[src/design/tbp_pkg.sv]
`timescale 1ns / 1ps
`default_nettype none

package tbp_pkg;

  typedef enum logic [2:0] {
    ACT_TICK   = 3'd0,
    ACT_CREATE = 3'd1,
    ACT_SET    = 3'd2,
    ACT_DELETE = 3'd3,
    ACT_QUERY  = 3'd4
  } action_e;

  localparam logic [1:0] MODE_IDLE = 2'd0;
  localparam logic [1:0] MODE_RUN  = 2'd1;
  localparam logic [1:0] MODE_DONE = 2'd2;
  localparam logic [1:0] MODE_RSVD = 2'd3;

  localparam logic [31:0] END_FOR_ZERO  = 32'hFFFF_FFFE;
  localparam logic [7:0]  DIVISOR_RESET = 8'd100;

  typedef struct packed {
    logic [1:0]  mode;
    logic [31:0] elapsed;
    logic [31:0] end_cnt;
  } slot_t;

endpackage

`default_nettype wire

[src/design/tbp_ram.sv]
`timescale 1ns / 1ps
`default_nettype none

module tbp_ram #(
  parameter int WIDTH = 66,
  parameter int DEPTH = 32,
  parameter int AW    = (DEPTH > 1) ? $clog2(DEPTH) : 1
) (
  input  wire logic                     clk_i,
  input  wire logic                     we_i,
  input  wire logic [AW-1:0]            waddr_i,
  input  wire logic [WIDTH-1:0]         wdata_i,
  input  wire logic                     re_i,
  input  wire logic [AW-1:0]            raddr_i,
  output logic      [WIDTH-1:0]         rdata_o
);

  logic [WIDTH-1:0] mem_q [DEPTH];

  always_ff @(posedge clk_i) begin
    if (we_i) begin
      mem_q[waddr_i] <= wdata_i;
    end
    if (re_i) begin
      rdata_o <= mem_q[raddr_i];
    end
  end

endmodule

`default_nettype wire

[src/design/timer_bank_with_prescaler_unit.sv]
// Bank of NUM_TIMERS software timer slots behind a base-tick prescaler. Each word in
// carries an action (tick, create, set, delete, query) and a slot index, and gives back
// exactly one word: whether the action took effect, plus the addressed slot's mode,
// elapsed count and remaining count after it. Slot contents live in a single RAM with one
// write and one registered read port; a per-slot registered bit in flops stands in for a
// cleared slot, so no clearing pass is needed after reset. Create, set, delete, query and
// a tick that does not fire the prescaler load the result register through a slot read,
// then an update step; no new word is taken until that word's update is done. A tick
// that fires the prescaler sweeps every slot through the one read/increment/compare/write
// path, one slot per cycle, then reads and updates the addressed slot the same way before
// it takes a new word. While the previous result is not taken the update step waits. A
// new word is accepted while the previous result still waits in the output register.
// tick_divisor may be written at any time the bank is idle.
`timescale 1ns / 1ps
`default_nettype none

module timer_bank_with_prescaler_unit
  import tbp_pkg::*;
#(
  parameter int NUM_TIMERS = 32
) (
  input  wire logic        clk_i,
  input  wire logic        rst_ni,

  input  wire logic        in_valid_i,
  output logic             in_ready_o,
  input  wire logic [2:0]  action_i,
  input  wire logic [4:0]  timer_index_i,
  input  wire logic [1:0]  new_mode_i,
  input  wire logic [31:0] set_time_i,

  output logic             out_valid_o,
  input  wire logic        out_ready_i,
  output logic             accepted_o,
  output logic [1:0]       status_o,
  output logic [31:0]      elapsed_o,
  output logic [31:0]      remaining_o,

  input  wire logic        cfg_valid_i,
  output logic             cfg_ready_o,
  input  wire logic [7:0]  cfg_tick_divisor_i
);

  localparam int AW = (NUM_TIMERS > 1) ? $clog2(NUM_TIMERS) : 1;
  localparam int CW = AW + 1;
  localparam logic [CW-1:0] N_CNT = CW'(NUM_TIMERS);
  localparam logic [8:0]    N_IDX = 9'(NUM_TIMERS);

  typedef enum logic [1:0] {
    ST_IDLE,
    ST_SWEEP,
    ST_READ,
    ST_MODIFY
  } state_e;

  state_e          state_q;
  logic [2:0]      action_q;
  logic [4:0]      index_q;
  logic [1:0]      mode_q;
  logic [31:0]     time_q;
  logic [7:0]      prescale_q;
  logic [7:0]      divisor_q;
  logic [NUM_TIMERS-1:0] reg_q;
  logic [CW-1:0]   cnt_q;
  logic            pend_q;
  logic [AW-1:0]   pend_addr_q;
  logic            out_valid_q;
  logic            accepted_q;
  logic [1:0]      status_q;
  logic [31:0]     elapsed_q;
  logic [31:0]     remaining_q;

  logic [8:0]      idx_ext;
  logic            in_range;
  logic [AW-1:0]   slot_addr;
  logic [7:0]      prescale_nxt;
  logic            fire;

  logic            ram_we;
  logic [AW-1:0]   ram_waddr;
  slot_t           ram_wdata;
  logic            ram_re;
  logic [AW-1:0]   ram_raddr;
  logic [$bits(slot_t)-1:0] ram_rdata;
  slot_t           rd_slot;

  logic            slot_reg;
  slot_t           cur;
  slot_t           armed;
  slot_t           res;
  logic            acc;
  logic            arm_wr;
  logic            set_reg;
  logic            clr_reg;
  logic            out_free;
  logic            commit;

  logic            sw_live;
  logic [31:0]     sw_el;
  slot_t           sw_new;

  assign in_ready_o  = (state_q == ST_IDLE);
  assign cfg_ready_o = 1'b1;
  assign out_valid_o = out_valid_q;
  assign accepted_o  = accepted_q;
  assign status_o    = status_q;
  assign elapsed_o   = elapsed_q;
  assign remaining_o = remaining_q;

  assign idx_ext   = {4'b0, index_q};
  assign in_range  = (idx_ext < N_IDX);
  assign slot_addr = idx_ext[AW-1:0];

  assign prescale_nxt = prescale_q + 8'd1;
  assign fire         = (prescale_nxt >= divisor_q);

  assign rd_slot  = slot_t'(ram_rdata);
  assign slot_reg = in_range && reg_q[slot_addr];
  assign cur      = slot_reg ? rd_slot : '0;

  always_comb begin
    armed.mode    = (mode_q == MODE_RSVD) ? MODE_IDLE : mode_q;
    armed.elapsed = '0;
    armed.end_cnt = (time_q != '0) ? time_q : END_FOR_ZERO;
  end

  always_comb begin
    acc     = 1'b0;
    res     = cur;
    arm_wr  = 1'b0;
    set_reg = 1'b0;
    clr_reg = 1'b0;
    unique case (action_e'(action_q))
      ACT_TICK: begin
        acc = 1'b1;
      end
      ACT_CREATE: begin
        if (in_range) begin
          acc     = 1'b1;
          arm_wr  = 1'b1;
          set_reg = 1'b1;
          res     = armed;
        end
      end
      ACT_SET: begin
        if (slot_reg) begin
          acc    = 1'b1;
          arm_wr = 1'b1;
          res    = armed;
        end
      end
      ACT_DELETE: begin
        if (slot_reg) begin
          acc     = 1'b1;
          clr_reg = 1'b1;
          res     = '0;
        end
      end
      ACT_QUERY: begin
        acc = in_range;
      end
      default: begin
        acc = 1'b0;
      end
    endcase
  end

  assign out_free = !out_valid_q || out_ready_i;
  assign commit   = (state_q == ST_MODIFY) && out_free;

  // sweep: data read last cycle is updated and written back while the next slot is read
  assign sw_live = pend_q && reg_q[pend_addr_q] && (rd_slot.mode == MODE_RUN);
  assign sw_el   = rd_slot.elapsed + 32'd1;
  always_comb begin
    sw_new.mode    = (sw_el >= rd_slot.end_cnt) ? MODE_DONE : MODE_RUN;
    sw_new.elapsed = sw_el;
    sw_new.end_cnt = rd_slot.end_cnt;
  end

  assign ram_we    = sw_live || (commit && arm_wr);
  assign ram_waddr = commit ? slot_addr : pend_addr_q;
  assign ram_wdata = commit ? armed : sw_new;

  always_comb begin
    ram_re    = 1'b0;
    ram_raddr = slot_addr;
    unique case (state_q)
      ST_SWEEP: begin
        ram_re    = (cnt_q != N_CNT);
        ram_raddr = cnt_q[AW-1:0];
      end
      ST_READ: begin
        ram_re = 1'b1;
      end
      default: begin
        ram_re = 1'b0;
      end
    endcase
  end

  tbp_ram #(
    .WIDTH($bits(slot_t)),
    .DEPTH(NUM_TIMERS)
  ) u_slot_ram (
    .clk_i  (clk_i),
    .we_i   (ram_we),
    .waddr_i(ram_waddr),
    .wdata_i(ram_wdata),
    .re_i   (ram_re),
    .raddr_i(ram_raddr),
    .rdata_o(ram_rdata)
  );

  always_ff @(posedge clk_i or negedge rst_ni) begin
    if (!rst_ni) begin
      state_q     <= ST_IDLE;
      action_q    <= '0;
      index_q     <= '0;
      mode_q      <= '0;
      time_q      <= '0;
      prescale_q  <= '0;
      divisor_q   <= DIVISOR_RESET;
      reg_q       <= '0;
      cnt_q       <= '0;
      pend_q      <= 1'b0;
      pend_addr_q <= '0;
      out_valid_q <= 1'b0;
      accepted_q  <= 1'b0;
      status_q    <= '0;
      elapsed_q   <= '0;
      remaining_q <= '0;
    end else begin
      if (cfg_valid_i) begin
        divisor_q <= cfg_tick_divisor_i;
      end

      if (commit) begin
        out_valid_q <= 1'b1;
        accepted_q  <= acc;
        status_q    <= res.mode;
        elapsed_q   <= res.elapsed;
        remaining_q <= res.end_cnt - res.elapsed;
        if (set_reg) begin
          reg_q[slot_addr] <= 1'b1;
        end
        if (clr_reg) begin
          reg_q[slot_addr] <= 1'b0;
        end
      end else if (out_ready_i) begin
        out_valid_q <= 1'b0;
      end

      unique case (state_q)
        ST_IDLE: begin
          if (in_valid_i) begin
            action_q <= action_i;
            index_q  <= timer_index_i;
            mode_q   <= new_mode_i;
            time_q   <= set_time_i;
            cnt_q    <= '0;
            pend_q   <= 1'b0;
            state_q  <= ST_READ;
            if (action_i == ACT_TICK) begin
              if (fire) begin
                prescale_q <= '0;
                state_q    <= ST_SWEEP;
              end else begin
                prescale_q <= prescale_nxt;
              end
            end
          end
        end
        ST_SWEEP: begin
          if (cnt_q == N_CNT) begin
            pend_q  <= 1'b0;
            state_q <= ST_READ;
          end else begin
            pend_q      <= 1'b1;
            pend_addr_q <= cnt_q[AW-1:0];
            cnt_q       <= cnt_q + 1'b1;
          end
        end
        ST_READ: begin
          state_q <= ST_MODIFY;
        end
        ST_MODIFY: begin
          if (out_free) begin
            state_q <= ST_IDLE;
          end
        end
        default: begin
          state_q <= ST_IDLE;
        end
      endcase
    end
  end

endmodule

`default_nettype wire

[config.mk]
export PLATFORM = sky130hd
export DESIGN_NAME = timer_bank_with_prescaler_unit
export DESIGN_NICKNAME = d
export VERILOG_FILES = /design/src/design/tbp_pkg.sv /design/src/design/tbp_ram.sv /design/src/design/timer_bank_with_prescaler_unit.sv
export SDC_FILE = /design/constraint.sdc
export NUM_CORES = 2
export LEC_CHECK = 0
export BUFFER_PORTS_ARGS = -buffer_cell sky130_fd_sc_hd__buf_4
export CAP_MARGIN = 15
export CORE_UTILIZATION = 59
export CTS_BUF_LIST = sky130_fd_sc_hd__clkbuf_4 sky130_fd_sc_hd__clkbuf_8
export DETAILED_ROUTE_END_ITERATION = 6
export GPL_TIMING_DRIVEN = 0
export PLACE_DENSITY = 0.84
export SYNTH_ARGS = -nofsm -noshare
export SYNTH_HDL_FRONTEND = slang
export SYNTH_SLANG_ARGS = --single-unit
[constraint.sdc]
create_clock -name clk_i -period 6.2 [get_ports clk_i]
set_input_delay 1.24 -clock clk_i [delete_from_list [all_inputs] [get_ports clk_i]]
set_output_delay 1.24 -clock clk_i [all_outputs]
set_load 0.01 [all_outputs]
==> metrics.txt <==
Clock Latency Late Sink=approximately 1100 ps; initial antenna violation count=19; cell area after synthesis=94,600 um^2; Crit. End Element=flop; RSZ-0062 raised after global routing=no; Yosys reg bits=2,350; drt initial violations=8,745; setup ws final=about 130 ps; placed wire-length estimate=roughly 180,000 um; deepest clock path buffer count=4; Core Area=159,000 um^2; vias post-DR=roughly 56,000; Syn Inst Count=between 5,000 and 6,000; Remaining DRCs=1; Routed WL=264,000 um; largest net degree at the start of global routing=roughly 100; Pleak=about 0.037 uW; initial core utilization=0.596; Non-Filler Instances=just over 8,000; fin crit share=0.978; DP Cell Count=approximately 7,600; post-route ant nets=0; EDFF count, synth=roughly 2,200; Seq/Total Area, Yosys=0.737; setup bufs post-CTS=0; Max-Slew Margin vs Limit=0.138; Hold Crit Class=primary input to asynchronous set/reset pin; # port buffers=123; die area=approximately 160,000 um^2; Rows=about 150; GR Overflow Total=0; Syn Area/Cell=17.8 um^2; Worst EP required=about 7000 ps; number of global-route vias before repair=~56,000; CTS Buf Count=370; WL/cell=between 30 and 40 um; WP data arrival=a little under 7000 ps; final total power=about 60,000 uW; worst r2r dst=remaining_o[27]; Vias/cell=6.74; GR Util All Layers=0.326; peak supply drop=roughly 410 uV; Hold WS=~140 ps; Fin. Hold Viols=0; critical path fanouts, max=10; Area growth syn-to-layout=13.8%; Yosys cell types=84; minimum clock period=roughly 6100 ps; worst slack, placed=264 ps; Reg clk slew, reported paths=60 ps; Power Density=around 560 nW/um^2; H-tree Lvls=5; Least-Margin Pin Slew=~1300 ps; largest area contributor in the netlist=edfxtp_1; Setup violations, final=0; CTS tree=built; failing checks=design-rule violations; most frequent cells in the layout=2,178 x edfxtp_1, 829 x nand2_1, 535 x mux4_2, 389 x clkbuf_8, 362 x nand3_1; Register-to-Register Path Depth=17; clk_skew=around 100 ps; # IOs=about 130; status=complete, but fails checks; TritonRoute pass-1 iters=7; Ys Warns=0; ys flop type=edfxtp_1; top-area cell type share of the netlist area=0.691; fmax=0.165 GHz; first-pass GRT wire length=375,000 um; Reg-to-Reg Start=index_q[4]; largest cells by area after synthesis=edfxtp_1 69%, mux4_2 13%, dfrtp_1 4.5%; die height=roughly 400 um; crit start category=flop; CTS resizes=0; die width=~400 um; Placer Congestion=1.00; clock root cell=clkbuf_8; nets=6,066; commonest non-fill, non-tap cell in the layout=edfxtp_1; reg2reg setup slack=~130 ps; layout cells sized above 1=0.255; syn_nets=approximately 5,500; max-slew violation count=0; kind of critical path=flop to flop; max-cap violation count=0; asr flop ratio synth=0.0732; Clock Sinks=approximately 2,400; hold buffers post-CTS=0
-- final cells by class --
type / count / area, um^2
antenna: 31 / 77.6
buffer: 287 / 1320
clock buffer: 505 / 6220
clock inverter: 141 / 841
fill: 9358 / 51100
inverter: 61 / 229
multi-input combinational: 2630 / 23800
sequential: 2350 / 69700
tap: 2072 / 2590
timing repair buffer: 231 / 2910
-- worst max-delay path, cell delays in order (launching register included) --
cell       delay, ps
dfrtp_1          470
and3b_1          200
clkbuf_2         190
a22o_1           280
a2111oi_4        370
o211ai_4         170
a21oi_2          590
inv_1            370
a22oi_1          570
ha_1             300
nor2b_1           70
o31ai_1          280
a31oi_1          290
a32oi_1          570
a21oi_1          240
o31ai_1          560
xor2_1           240
o21ai_0          100
-- stage by stage --
step                      TNS [ps]  cell area (um^2)   util
final                            0            108000  0.678
after global routing             0            108000  0.678
after CTS                        0            107000  0.677
after detailed placement         0            100000  0.633
after global placement    -6888240             98100  0.618
after floorplan                  0             94600      -
-- report_power, final --
part / switching (uW) / internal, uW / leakage, uW
sequential: 1080 / 21400 / 0.0219
clock: 5980 / 6820 / 0.00377
combinational: 16300 / 8200 / 0.0110
total: 23300 / 36500 / 0.0367
-- cells in the mapped netlist (6+ instances only) --
cell         n
edfxtp_1  2178
and2_1      40
buf_1       42
xnor2_1     32
nor2_1     104
mux2i_1     10
buf_4       30
o31ai_1     10
a21oi_1    106
nand3_1    362
xor2_1      30
o21ai_1     87
mux4_1       6
nor3_1       8
nand4_1     19
nand2b_1    22
inv_1       60
mux2_2      53
ha_1        79
o21ai_0    146
and3_1      14
nand2_1    829
nor4_1       8
buf_2       53
buf_6        6
a21o_1      27
dfrtp_1    169
clkbuf_1   155
mux4_2     535
-- state kept, by name, summed over array words and instances, names as in the netlist --
signal / cells
pend_q: 1
cnt_q: 6
time_q: 32
u_slot_ram.rdata_o: 66
reg_q: 32
u_slot_ram.mem_q: 2112
accepted_o: 1
out_valid_o: 1
prescale_q: 8
status_o: 2
mode_q: 2
index_q: 5
elapsed_o: 32
pend_addr_q: 5
action_q: 3
remaining_o: 32
divisor_q: 8
state_q: 2
-- routing by layer --
metal | GRT usage | wire, um
met5 | 0 | 72
met3 | 0.0949 | 34600
met1 | 0.446 | 94900
met2 | 0.483 | 120000
met4 | 0.172 | 14300
-- cell families after synthesis --
| logic type | count (synthesis) | synth area share |
|---|---|---|
| multiplexers | 605 | 0.137 |
| adder cells (fa/ha/maj) | 80 | 0.0107 |
| buffers and inverters | 348 | 0.0162 |
| XOR/XNOR | 62 | 0.00574 |
| AO/OA/AOI/OAI | 440 | 0.0274 |
| flip-flops | 2350 | 0.737 |
| AND/OR/NAND/NOR | 1442 | 0.0663 |
| other | 1 | 0.0000396 |
-- worst max-delay path by stage --
stage | start | endpoint | cells after the start
after floorplan | out_ready_i | u_slot_ram.mem_q[10][0] | 7
after global placement | out_ready_i | u_slot_ram.mem_q[31][25] | 9
after detailed placement | index_q[4] | remaining_o[25] | 16
after CTS | index_q[4] | remaining_o[25] | 16
after global routing | index_q[3] | remaining_o[19] | 18
final | index_q[4] | remaining_o[27] | 17
No activity file was read; power rests on OpenSTA's default activity.
